--- src/rtl/core/sia_pkg.sv ---
`default_nettype none
package sia_pkg;

    // radix codes on the input channel
    localparam logic [2:0] RC_DEC     = 3'd0;
    localparam logic [2:0] RC_HEX     = 3'd1;
    localparam logic [2:0] RC_BIN     = 3'd2;
    localparam logic [2:0] RC_OCT     = 3'd3;
    localparam logic [2:0] RC_UNKNOWN = 3'd4;

    // ASCII characters
    localparam logic [7:0] CH_ZERO    = 8'h30;
    localparam logic [7:0] CH_UPPER_A = 8'h41;
    localparam logic [7:0] CH_MINUS   = 8'h2D;
    localparam logic [7:0] CH_PLUS    = 8'h2B;
    localparam logic [7:0] CH_NUL     = 8'h00;

    localparam logic [3:0] DIGIT_TEN = 4'd10;

    // recognized radix, selects the digit width of the shift register
    typedef enum logic [1:0] {
        RX_DEC,
        RX_HEX,
        RX_BIN,
        RX_OCT
    } t_radix;

    typedef enum logic [2:0] {
        S_IDLE,
        S_CONV,
        S_SIGN,
        S_DIG,
        S_ERR
    } t_state;

    // control from the sequencer to the digit shift register
    typedef struct packed {
        logic   load;
        logic   shift;
        t_radix kind;
    } t_sreg_ctrl;

    // map one digit value to its ASCII character, uppercase for A-F
    function automatic logic [7:0] digit_to_ascii(input logic [3:0] d);
        logic [7:0] ch;
        if (d < DIGIT_TEN) begin
            ch = CH_ZERO + {4'b0, d};
        end else begin
            ch = CH_UPPER_A + {4'b0, d - DIGIT_TEN};
        end
        return ch;
    endfunction

endpackage
`default_nettype wire

--- src/rtl/core/sia_bcd_conv.sv ---
`default_nettype none
module sia_bcd_conv import sia_pkg::*; #(
    parameter int VALUE_BITS = 32,
    parameter int NUM_DIGITS = 10
) (
    input  wire logic                      i_clk,
    input  wire logic                      i_load,
    input  wire logic                      i_step,
    input  wire logic [VALUE_BITS-1:0]     i_bin,
    output logic      [4*NUM_DIGITS-1:0]   o_bcd
);

    logic [VALUE_BITS-1:0]   r_bin;
    logic [4*NUM_DIGITS-1:0] r_bcd;
    logic [4*NUM_DIGITS-1:0] adj_bcd;

    // add three to every BCD digit of five or more before the shift
    always_comb begin
        for (int d = 0; d < NUM_DIGITS; d++) begin
            if (r_bcd[4*d +: 4] >= 4'd5) begin
                adj_bcd[4*d +: 4] = r_bcd[4*d +: 4] + 4'd3;
            end else begin
                adj_bcd[4*d +: 4] = r_bcd[4*d +: 4];
            end
        end
    end

    // shift one binary bit into the BCD word per step
    always_ff @(posedge i_clk) begin
        if (i_load) begin
            r_bin <= i_bin;
            r_bcd <= '0;
        end else if (i_step) begin
            r_bin <= {r_bin[VALUE_BITS-2:0], 1'b0};
            r_bcd <= {adj_bcd[4*NUM_DIGITS-2:0], r_bin[VALUE_BITS-1]};
        end
    end

    assign o_bcd = r_bcd;

endmodule
`default_nettype wire

--- src/rtl/core/sia_digit_sreg.sv ---
`default_nettype none
module sia_digit_sreg import sia_pkg::*; #(
    parameter int SREG_BITS = 48
) (
    input  wire logic                  i_clk,
    input  wire logic                  i_rst_n,
    input  wire t_sreg_ctrl            i_ctrl,
    input  wire logic [SREG_BITS-1:0]  i_data,
    output logic      [3:0]            o_digit,
    output logic                       o_rem_one
);

    localparam int REM_W = $clog2(SREG_BITS + 1);

    logic [SREG_BITS-1:0] r_sreg;
    logic [REM_W-1:0]     r_rem;
    logic [REM_W-1:0]     n_rem;
    t_radix               r_kind;

    // digit slots per radix
    always_comb begin
        case (i_ctrl.kind)
            RX_DEC:  n_rem = REM_W'(SREG_BITS / 4);
            RX_HEX:  n_rem = REM_W'(SREG_BITS / 4);
            RX_OCT:  n_rem = REM_W'(SREG_BITS / 3);
            RX_BIN:  n_rem = REM_W'(SREG_BITS);
            default: n_rem = REM_W'(SREG_BITS);
        endcase
    end

    // load the word, then advance one digit per shift
    always_ff @(posedge i_clk) begin
        if (i_ctrl.load) begin
            r_sreg <= i_data;
            r_kind <= i_ctrl.kind;
        end else if (i_ctrl.shift) begin
            case (r_kind)
                RX_DEC:  r_sreg <= {r_sreg[SREG_BITS-5:0], 4'b0};
                RX_HEX:  r_sreg <= {r_sreg[SREG_BITS-5:0], 4'b0};
                RX_OCT:  r_sreg <= {r_sreg[SREG_BITS-4:0], 3'b0};
                RX_BIN:  r_sreg <= {r_sreg[SREG_BITS-2:0], 1'b0};
                default: r_sreg <= r_sreg;
            endcase
        end
    end

    // count the digit slots still in the word
    always_ff @(posedge i_clk) begin
        if (!i_rst_n) begin
            r_rem <= '0;
        end else if (i_ctrl.load) begin
            r_rem <= n_rem;
        end else if (i_ctrl.shift) begin
            r_rem <= r_rem - REM_W'(1);
        end
    end

    // present the top digit right-aligned
    always_comb begin
        case (r_kind)
            RX_DEC:  o_digit = r_sreg[SREG_BITS-1 -: 4];
            RX_HEX:  o_digit = r_sreg[SREG_BITS-1 -: 4];
            RX_OCT:  o_digit = {1'b0, r_sreg[SREG_BITS-1 -: 3]};
            RX_BIN:  o_digit = {3'b0, r_sreg[SREG_BITS-1]};
            default: o_digit = 4'b0;
        endcase
    end

    assign o_rem_one = (r_rem == REM_W'(1));

endmodule
`default_nettype wire

--- src/rtl/core/signed_integer_to_ascii_radix_unit.sv ---
`default_nettype none
// Signed integer to ASCII text in radix 10, 16, 2 or 8.
// Input: pulse start with i_value and i_radix_code while busy is low; the
// transaction is taken at that edge and busy stays high until the last
// character has left. Output: one character per o_valid strobe, each held
// for exactly one cycle: a sign ('+' or '-'), then the digits of the
// magnitude, most significant first, uppercase A-F; o_last marks the final
// one. Zero gives "+0"; an unrecognized radix with a nonzero value gives one
// NUL character with o_ok low.
// Sequence: hex, octal and binary load the magnitude straight into the digit
// shift register; decimal first runs a shift-add-3 BCD conversion over all
// VALUE_BITS bits of the magnitude. After that comes the sign state, then the
// digit state, which shifts through every digit slot of the shift register,
// leading zero slots being dropped silently. With VALUE_BITS = 32 the
// register holds 48 bits; the next transaction can be taken at the edge
// where busy is low. The error case gives its one character from the error
// state and then returns to idle. Reset clears the sequencer to idle.
// The receiver cannot stall; characters leave as they are formed.
module signed_integer_to_ascii_radix_unit import sia_pkg::*; #(
    parameter int VALUE_BITS = 32
) (
    input  wire logic                         i_clk,
    input  wire logic                         i_rst_n,
    input  wire logic                         start,
    input  wire logic signed [VALUE_BITS-1:0] i_value,
    input  wire logic        [2:0]            i_radix_code,
    output logic                              busy,
    output logic                              o_valid,
    output logic             [7:0]            o_digit_char,
    output logic                              o_last,
    output logic                              o_ok
);

    localparam int NUM_DIGITS = (VALUE_BITS * 30103) / 100000 + 1;
    localparam int SREG_BITS  = ((4 * NUM_DIGITS + 11) / 12) * 12;
    localparam int CNT_W      = $clog2(VALUE_BITS);

    t_state                r_state;
    t_state                n_state;
    logic [CNT_W-1:0]      r_cnt;
    logic                  r_started;
    logic                  r_neg;
    t_radix                r_kind;

    logic                  accept;
    logic [VALUE_BITS-1:0] mag;
    logic                  dec_err;
    t_radix                dec_kind;
    logic [4*NUM_DIGITS-1:0] bcd;
    logic [SREG_BITS-1:0]  sreg_data;
    t_sreg_ctrl            sreg_ctrl;
    logic [3:0]            digit;
    logic                  rem_one;
    logic                  skipping;

    assign busy   = (r_state != S_IDLE);
    assign accept = start && !busy;

    // magnitude as an unsigned value
    assign mag = i_value[VALUE_BITS-1] ? (~i_value + VALUE_BITS'(1)) : i_value;

    // decode the radix; zero always converts through the hex path
    always_comb begin
        dec_err  = 1'b0;
        dec_kind = RX_HEX;
        if (mag != '0) begin
            case (i_radix_code)
                RC_DEC:  dec_kind = RX_DEC;
                RC_HEX:  dec_kind = RX_HEX;
                RC_BIN:  dec_kind = RX_BIN;
                RC_OCT:  dec_kind = RX_OCT;
                default: dec_err  = 1'b1;
            endcase
        end
    end

    // hold the transaction's sign and radix
    always_ff @(posedge i_clk) begin
        if (accept) begin
            r_neg  <= i_value[VALUE_BITS-1];
            r_kind <= dec_kind;
        end
    end

    // next state
    always_comb begin
        n_state = r_state;
        case (r_state)
            S_IDLE: begin
                if (accept) begin
                    if (dec_err) begin
                        n_state = S_ERR;
                    end else if (dec_kind == RX_DEC) begin
                        n_state = S_CONV;
                    end else begin
                        n_state = S_SIGN;
                    end
                end
            end
            S_CONV: begin
                if (r_cnt == CNT_W'(VALUE_BITS - 1)) begin
                    n_state = S_SIGN;
                end
            end
            S_SIGN: n_state = S_DIG;
            S_DIG: begin
                if (rem_one) begin
                    n_state = S_IDLE;
                end
            end
            S_ERR:   n_state = S_IDLE;
            default: n_state = S_IDLE;
        endcase
    end

    always_ff @(posedge i_clk) begin
        if (!i_rst_n) begin
            r_state <= S_IDLE;
        end else begin
            r_state <= n_state;
        end
    end

    // count BCD conversion steps
    always_ff @(posedge i_clk) begin
        if (!i_rst_n) begin
            r_cnt <= '0;
        end else if (accept) begin
            r_cnt <= '0;
        end else if (r_state == S_CONV) begin
            r_cnt <= r_cnt + CNT_W'(1);
        end
    end

    // mark the first nonzero digit; drop leading zeros before it
    assign skipping = (r_state == S_DIG) && !r_started && (digit == 4'b0) && !rem_one;

    always_ff @(posedge i_clk) begin
        if (!i_rst_n) begin
            r_started <= 1'b0;
        end else if (accept) begin
            r_started <= 1'b0;
        end else if ((r_state == S_DIG) && !skipping) begin
            r_started <= 1'b1;
        end
    end

    // shift register control
    always_comb begin
        sreg_ctrl.load  = (accept && (dec_kind != RX_DEC))
                       || ((r_state == S_SIGN) && (r_kind == RX_DEC));
        sreg_ctrl.shift = (r_state == S_DIG);
        sreg_ctrl.kind  = accept ? dec_kind : r_kind;
        sreg_data       = accept ? SREG_BITS'(mag) : SREG_BITS'(bcd);
    end

    sia_bcd_conv #(
        .VALUE_BITS (VALUE_BITS),
        .NUM_DIGITS (NUM_DIGITS)
    ) u_bcd (
        .i_clk  (i_clk),
        .i_load (accept),
        .i_step (r_state == S_CONV),
        .i_bin  (mag),
        .o_bcd  (bcd)
    );

    sia_digit_sreg #(
        .SREG_BITS (SREG_BITS)
    ) u_sreg (
        .i_clk     (i_clk),
        .i_rst_n   (i_rst_n),
        .i_ctrl    (sreg_ctrl),
        .i_data    (sreg_data),
        .o_digit   (digit),
        .o_rem_one (rem_one)
    );

    // outputs
    always_comb begin
        o_valid      = 1'b0;
        o_digit_char = CH_NUL;
        o_last       = 1'b0;
        o_ok         = 1'b1;
        case (r_state)
            S_SIGN: begin
                o_valid      = 1'b1;
                o_digit_char = r_neg ? CH_MINUS : CH_PLUS;
            end
            S_DIG: begin
                o_valid      = !skipping;
                o_digit_char = digit_to_ascii(digit);
                o_last       = rem_one;
            end
            S_ERR: begin
                o_valid = 1'b1;
                o_last  = 1'b1;
                o_ok    = 1'b0;
            end
            default: begin
                o_valid = 1'b0;
            end
        endcase
    end

endmodule
`default_nettype wire

--- config.mk ---
export PLATFORM = sky130hd
export DESIGN_NAME = signed_integer_to_ascii_radix_unit
export DESIGN_NICKNAME = d
export VERILOG_FILES = /design/src/rtl/core/sia_pkg.sv /design/src/rtl/core/sia_bcd_conv.sv /design/src/rtl/core/sia_digit_sreg.sv /design/src/rtl/core/signed_integer_to_ascii_radix_unit.sv
export SDC_FILE = /design/constraint.sdc
export NUM_CORES = 1
export LEC_CHECK = 0
export ABC_AREA = 1
export BUFFER_PORTS_ARGS = -buffer_cell sky130_fd_sc_hd__buf_2
export CELL_PAD_IN_SITES_DETAIL_PLACEMENT = 1
export CELL_PAD_IN_SITES_GLOBAL_PLACEMENT = 1
export CORE_MARGIN = 5
export CORE_UTILIZATION = 49
export CTS_CLUSTER_SIZE = 25
export DETAILED_ROUTE_END_ITERATION = 12
export PLACE_DENSITY_LB_ADDON = 0.1
export SYNTH_ARGS = -nofsm -noshare
export SYNTH_HDL_FRONTEND = slang
export SYNTH_HIERARCHICAL = 1
export SYNTH_SLANG_ARGS = --single-unit
--- constraint.sdc ---
create_clock -name i_clk -period 5.4 [get_ports i_clk]
set_input_delay 0.54 -clock i_clk [delete_from_list [all_inputs] [get_ports i_clk]]
set_output_delay 0.54 -clock i_clk [all_outputs]
set_load 0.02 [all_outputs]
==> results.txt, run 1 <==
The global-route wire length before repair was 46.7 mm. The run gives 0 as the max-slew violation count. Total number of yosys warnings: 6. For this configuration, the core starts out at a cell density of 50.0%.

STA puts the critical path data required time at 4860 ps. For the worst-skew pair, the clock arrives at the later sink with an insertion delay of 430 ps. The worst setup path is captured at a primary output. Across the run, the number of max-cap violations was 0.

Share of total power consumed by net switching: 43.5%. In this run the worst path has a maximum fanout of 47. The setup TNS is 0 ps, and the die extent in x is 148 microns. Entering global routing, the biggest net connects 54 pins. The number of synthesized flops with an enable pin is 83. The run gives 0.00232 W as the net switching power. The logs give 0 for the final count of hold timing violations and 8.68 ps for the maximum clock skew at final layout. Across every metal layer, demand over resource in global routing totals 26.3%. The slew of the pin with the lowest slew margin was 999 ps.

The most common cell after layout, fill and taps aside is nand2_1. Global routing finished with a remaining overflow of 0. The tools report the detailed-route DRC error count as 0. The worst setup path is launched from a flip-flop. After synthesis, the cell types taking the most area are edfxtp_1 27%, nand2_1 22%, dfxtp_1 12%. The ratio of total power to cell area was 519 nW/um^2. The library cells used most frequently in the layout, excluding fill and tap cells, are 539 x nand2_1, 127 x inv_1, 118 x nor2_1, 95 x nand3_1, 83 x edfxtp_1.

The share of total power in the clock network is 21.5%, and the worst max-slew margin expressed relative to the limit is 33.0%. The die covers 22,000 sq um. Dividing the synthesized area by the synthesized cell count gives 6.86 sq um. Setup repair after global routing left no endpoint under its margin. Summed over all cells, the static leakage comes to 4.78 nW. Detailed routing placed a total of 877 microns of wire on met3. The highest layer touched by signal routing is met4. TritonCTS built the clock tree. The number of resized instances in the post-cts repair step is 0, and the port buffer count is 48.

Walking the worst path, the cells encountered are inv_2 > nor2_2 > buf_4 > inv_1 > o221ai_1 > inv_1 > ha_1 > nand3_1 > o31ai_1 > nand3_1 > buf_2. After detailed routing, the total wire length is 28.5 mm. The H-tree depth is 4. The detailed router finished its first iteration with 645 violations. At the end of the flow, the number of nets in the layout was 1,466.

The initialized floorplan defines 50 standard-cell rows. The sequential element share of the synthesized area is 38.7%. The critical path contains buffers and inverters numbering 5 combined. The run gives 20.0 mm as the placed wire-length estimate. In this run the worst hold path is classified as input port to flip-flop. The run gives 1,368 as the number of standard cells after synthesis. The cell type contributing the most total cell area after synthesis was edfxtp_1.

Cells fill 54.9% of the core in the end. The worst ir drop on vdd was 0.000249 V; the I/O pin count was 50. The area of the placeable core was 18,800 sq um. The flow ran to the end, and the final reports show no timing, DRC or antenna violations. The share of total power in sequential cells came out at 37.9%. After detailed routing, the wire length on met1 is 12.7 mm. The number of antenna violations at the first check in global routing is 0, and the async set or reset register ratio after synthesis is 0%. The number of synthesized register bits works out to 140.

On the worst path, the slowest cell contributes a delay of 660 ps. For this run, the detailed router's first-pass iteration total came to 5. In this run the clock root is driven by a clkbuf_16. The register clock-pin slew on the reported worst setup and hold paths was 60 ps. Buffers inserted during clock tree synthesis total 17.

The fraction of post-synthesis cell area in the top cell type by area is 26.6%, and the count of placed standard cells including taps is 1,614. Setup violations remaining at the end of the flow were counted as 0. Most used flip-flop cell after synthesis: edfxtp_1. Cell family with the largest share of critical-path delay: buffers and inverters. The y dimension of the die is 148 microns.

Buffers added to address setup during post-CTS repair amount to 0. The filler cells instantiated in the layout total 2,500. After synthesis, the netlist uses 47 different library cells. The arrival time at the worst endpoint is 3230 ps. By startpoint and endpoint, the worst setup path is classified as flip-flop to primary output.

After detailed routing, the met2 layer carries 14.1 mm of wire. The repair_antennas step left the layout with diodes totalling 0. The run gives 9390 sq um as the synthesized cell area. The cell at the slowest stage of the critical path was inv_2.

The post-route clock period utilization is 69.8%, and the sink count of the clock tree is 140. For the via count of the first global-routing pass, the log shows 9,273. The run gives 2 as the maximum buffer depth of the clock tree.

The fraction of final layout cells with drive strength greater than 1 came out at 10.4%. The count of antenna-violating nets left after detailed routing is 0. For this run, the top clock speed supported by timing is 265 MHz.

The area growth from synthesis to layout is 9.70%. The via density per instance was 5.57; the count of non-filler cells in the finished layout was 1,646. Internal power comes to 0.00302 W. In this run, the combinational gates consume 40.7% of the power. The logs give 0.858 for the last weighted congestion value of the routability-driven placer and 9,169 for the count of vias placed by the detailed router. The number of hold buffers added after CTS was 0. The routed wirelength normalized by instance count was 17.3 microns.

The shortest clock period the worst path allows after layout is 3770 ps.
[cell type report]
type / count / area [sq um] / share of cell area, %
multi-input combinational: 1049 / 4990 / 48.4
sequential: 140 / 3630 / 35.3
inverter: 135 / 514 / 4.99
clock buffer: 19 / 453 / 4.40
timing repair buffer: 56 / 300 / 2.92
tap: 234 / 293 / 2.84
clock inverter: 13 / 116 / 1.13
[sequential cells by signal, summed over array words and instances, names as in the netlist]
| register | cells |
|---|---|
| r_started | 1 |
| u_sreg/r_kind | 2 |
| u_bcd/o_bcd | 40 |
| r_neg | 1 |
| r_state | 3 |
| r_kind | 2 |
| u_sreg/r_sreg | 48 |
| r_cnt | 5 |
| u_bcd/r_bin | 32 |
| u_sreg/r_rem | 6 |
[worst reg2reg max path, cell delays in order (launching register included)]
cell and delay [ps]:
dfxtp_1 340, nor3_1 370, inv_1 160, nor2_4 520, inv_2 540, nor3_1 280
a22o_1 280, nor2_1 110, nor2_1 120, nand2_1 60, a21oi_1 120
[stage by stage]
step | hold WS (ps) | cell area, sq um | total power (W) | setup slack [ps]
5_1_grt | 416 | 10300 | 0.00570 | 1460
4_1_cts | 400 | 10300 | 0.00535 | 1670
3_5_place_dp | 457 | 9730 | 0.00418 | 1620
2_1_floorplan | 428 | 9420 | 0.00355 | 1680
6_report | 403 | 10300 | 0.00535 | 1630
3_3_place_gp | 441 | 9730 | 0.00408 | 1820
[power groups by stage]
stage               logic [W]  registers [W]  clock network (W)
floorplan             0.00161        0.00193                  0
global placement      0.00206        0.00202                  0
detailed placement    0.00216        0.00203                  0
CTS                   0.00217        0.00202            0.00116
global route          0.00243        0.00206            0.00121
finish                0.00217        0.00203            0.00115
[cell usage after synthesis, drive strengths merged, types with 8 or more instances]
library cell	instances
ha	29
a21oi	64
edfxtp	83
nand3	109
a31oi	44
nor2	133
dfxtp	57
nand4	10
inv	133
clkbuf	17
nor3	10
o21ai	57
nand3b	8
buf	35
nand2	558
[layer usage]
layer / vias to the layer above / GRT usage, %
met3: 47 / 2.68
met2: 178 / 46.0
li1: 4506 / -
met5: - / 0
met4: 0 / 9.61
met1: 4438 / 33.8
[path summary, 6_finish.rpt]
| check | start | endpoint | slack [ps] | cells past startpoint |
|---|---|---|---|---|
| setup / recovery | u_sreg/r_kind[1]$_DFFE_PP_ | o_valid | 1630 | 11 |
| hold / removal | i_radix_code[2] | r_state[2]$_SDFFE_PN0P_ | 400 | 3 |
| setup reg to reg | r_state[2]$_SDFFE_PN0P_ | u_sreg/r_rem[4]$_SDFFE_PN0P_ | 2430 | 10 |
| hold reg to reg | r_cnt[4]$_SDFFE_PP0P_ | r_cnt[4]$_SDFFE_PP0P_ | 470 | 2 |
[cells by family after synthesis]
logic type	synth area share, %
flops	38.7
compound gates	10.6
other cells	0.0400
buf+inv	8.70
fa+ha+maj	3.87
xor+xnor	0.280
simple gates	37.8
Note: power is estimated with default switching activity, not from simulation.
==> run 2, diff against run 1 <==
Settings changed: CORE_UTILIZATION 49 to 45.
Clock period 5.4 ns to 3.5 ns, I/O delays scaled along.
==> run 2 against run 1 <==
Compared with the run above:
- worst hold slack got worse by 180 ps
- clock power increased by 57%
- register-to-register slack got worse by 1500 ps
- sequential share of layout area decreased by 0.41 points
- highest routed layer unchanged
- largest power group unchanged
- non-clock buffer count increased by 7
- die area increased by 8.3%
- clock skew increased by 2.6 ps
- utilization decreased by 3.7 points
- sequential power increased by 53%
==> results.txt, run 2 (same netlist as run 1, synthesis figures left out) <==
The flow ran to the end, and the final reports show no timing, DRC or antenna violations. The run gives 27.8 mm (-2.7%) as the final wirelength. Setup repair after global routing left no endpoint under its margin.

For the initial detailed-routing violation count, the log shows 528 (-18%). The reg-to-reg critical path startpoint is r_state[2]$_SDFFE_PN0P_. The slew of the pin with the lowest slew margin was 935 ps (-64.5 ps). The tools report the max capacitance violation total as 0 (unchanged). The logs give 20.0 mm (-0.38%) for the placed wire-length estimate and 0 (unchanged) for the leftover overflow at the end of global routing. Sort of element at the end of the critical path: a flip-flop.

The run gives 9,308 (+0.38%) as the via count of the first global-routing pass. The number of setup buffers added after CTS is 0 (unchanged). TritonCTS built the clock tree.

The logs give 0.832 (-3.0%) for the last weighted congestion value of the routability-driven placer and 0 (unchanged) for the count of endpoints failing setup in the final report. Subtracting the final worst setup slack from the clock period gives 2970 ps. The maximum buffer depth of the clock tree is 2 (unchanged). For the total clock buffers created by CTS, the log shows 17 (unchanged).

The run gives 0 (unchanged) as the detailed-route DRC error count. The static leakage power was 4.82 nW (+0.78%). The count of antenna diodes in the layout was 0 (unchanged). Total track usage: 23.5% (-2.8 points). The ratio of total power to cell area was 797 nW/um^2 (+53%).

The port buffer count came out at 48 (unchanged). The final count of hold timing violations is 0 (unchanged). The count of antenna-violating nets left after detailed routing is 0 (unchanged). Class of the tightest hold or removal check: input port to flip-flop. The run gives 37.5% (-0.4 points) as the share of total power in sequential cells. The tools report the count of vias placed by the detailed router as 9,078 (-0.99%). The source of the critical timing path is i_value[0]. The top fanout value on the critical path was 51 (+8.5%); the max-slew violation count was 0 (unchanged).

The sink count of the clock tree is 140 (unchanged), and the share of total power consumed by net switching is 43.5% (about the same). The run gives 0 (unchanged) as the post-cts hold buffer count. The I/O pin count was 50 (unchanged).

The detailed-routing iteration count for the pre-antenna-repair pass was 5 (unchanged); the share of total power in the clock network was 21.7% (+0.2 points). The layout overhead on the synthesized area was 11.0%. The total design power was 0.00830 W (+55%); the internal power consumption was 0.00469 W (+55%). The flip-flop count of the largest register, all copies and words added was 48 (unchanged); the post-route clock period utilization was 84.8%. The peak per-stage delay on the critical path works out to 520 ps (-140 ps). The critical path goes through buf_2 > inv_1 > ha_1 > nand2_2 > nor2_1 > nand2_1 > nand2_2 > nand2_1 > nand2_1 > nand2_1 > nor2_1 > nand2_1 > nor2_2 > nand3_4 > nand3_2 > nand2_1 > o31ai_4 > buf_4 > nor2_1 > o21ai_0 > a21oi_1.

For the combinational fraction of design power, the log shows 40.8% (about the same). The startpoint-to-endpoint class of the critical path was input port to flip-flop. The fraction of final layout cells with drive strength greater than 1 is 10.9% (+0.51 points).

The register clock-pin slew on the reported worst setup and hold paths works out to 70 ps (about the same). The arrival time at the worst endpoint was 3280 ps (+50 ps). The run gives 23,800 sq um (+8.3%) as the area of the die. STA classifies the critical path startpoint as an input port.

Number of antenna violations at the first check in global routing: 0 (unchanged). The register bank with the most flops is u_sreg/r_sreg. The run gives 1,689 (+2.6%) as the count of non-filler cells in the finished layout. The worst max-slew margin expressed relative to the limit was 37.7% (+4.7 points); the critical path required time was 3810 ps (-1050 ps). The worst hold path begins at i_radix_code[2]. Source-to-sink clock delay at the later pin of the worst-skew pair: 430 ps (about the same).

The worst ir drop on vdd was 0.000381 V (+53%). The y dimension of the die was 154 microns (+4.1%). The count of placed standard cells including taps was 1,657 (+2.7%). The slack of the worst reg-to-reg path is 950 ps (-1480 ps). The via density per instance came out at 5.37 (-3.5%).

The global-route wire length before repair is 46.2 mm (-1.1%), and the starting density of the core is 46.1% (-3.9 points). The library cells used most frequently in the layout, excluding fill and tap cells, are 539 x nand2_1, 127 x inv_1, 118 x nor2_1, 95 x nand3_1, 83 x edfxtp_1. The setup TNS came out at 0 ps (unchanged). Most repeated library cell on the critical path: nand2_1. Net count of the finished layout: 1,473 (+0.48%). The maximum frequency from static timing analysis is 337 MHz, and the maximum number of pins on one net before global-route repair is 61 (+13%). The maximum clock skew at final layout was 11.2 ps (+2.57 ps); the area of the placeable core was 20,400 sq um (+8.5%).

The most common cell after layout, fill and taps aside was nand2_1. The die extent in x came out at 154 microns (+4.1%). The net switching power was 0.00361 W (+55%); the routed wirelength normalized by instance count was 16.4 microns (-5.2%).

Clock tree synthesis selected as its root buffer the cell clkbuf_16. The logs give 4 (unchanged) for the H-tree depth and 0 (unchanged) for the number of resized instances in the post-cts repair step. The cell at the slowest stage of the critical path was buf_4. The total number of placement rows came out at 52 (+4.0%).
==> run 2: changes by cell type in the layout (fill, tap and decap cells not counted), moves of 2 or more <==
cell / delta
clkbuf_8: -2
buf_4: +6
clkinv_2: -2
inv_6: +6
==> run 2: metrics by stage <==
step / area, sq um / setup WS, ps / utilization, % / hold WS (ps)
6_report: 10400 / 534 / 51.2 / 226
5_1_grt: 10400 / 238 / 51.2 / 226
4_1_cts: 10400 / 554 / 51.2 / 203
3_5_place_dp: 9840 / 104 / 48.3 / 451
3_3_place_gp: 9840 / 181 / 48.3 / 435
2_1_floorplan: 9420 / 51.3 / - / 428
==> run 2: worst max-delay path, delay by kind of cell <==
| family | cells | cell delay, ps |
|---|---|---|
| AND/OR/NAND/NOR | 14 | 1560 |
| buffers and inverters | 3 | 770 |
| AO/OA/AOI/OAI | 3 | 320 |
| adder cells (fa/ha/maj) | 1 | 240 |
==> run 2: power by group through the flow <==
| stage | registers [W] | logic (W) | clock network [W] |
|---|---|---|---|
| final | 0.00311 | 0.00339 | 0.00180 |
| after global routing | 0.00317 | 0.00378 | 0.00192 |
| after CTS | 0.00310 | 0.00341 | 0.00183 |
| after detailed placement | 0.00312 | 0.00337 | 0 |
| after global placement | 0.00310 | 0.00326 | 0 |
| after floorplan | 0.00298 | 0.00249 | 0 |
==> run 2: layer usage <==
layer	vias up	GRT usage [%]	part of all wire [%]
met2	146	40.7	49
met1	4376	30.3	46
met4	0	8.66	2.5
met5	-	0	0
met3	41	2.63	2.6
li1	4515	-	-
==> run 2: final cells by class <==
type,count,area (sq um)
Fill cell,2726,9950
Clock buffer,17,425
Sequential cell,140,3630
Inverter,135,518
Clock inverter,15,150
Timing Repair Buffer,63,365
Multi-Input combinational cell,1049,4990
Tap cell,270,338
==> run 2: worst paths after layout <==
kind | depth (start not counted) | to
setup / recovery | 21 | u_sreg/r_rem[0]$_SDFFE_PN0P_
hold / removal | 3 | r_state[2]$_SDFFE_PN0P_
setup reg to reg | 10 | u_sreg/r_rem[4]$_SDFFE_PN0P_
hold reg to reg | 2 | r_started$_SDFFE_PP0P_
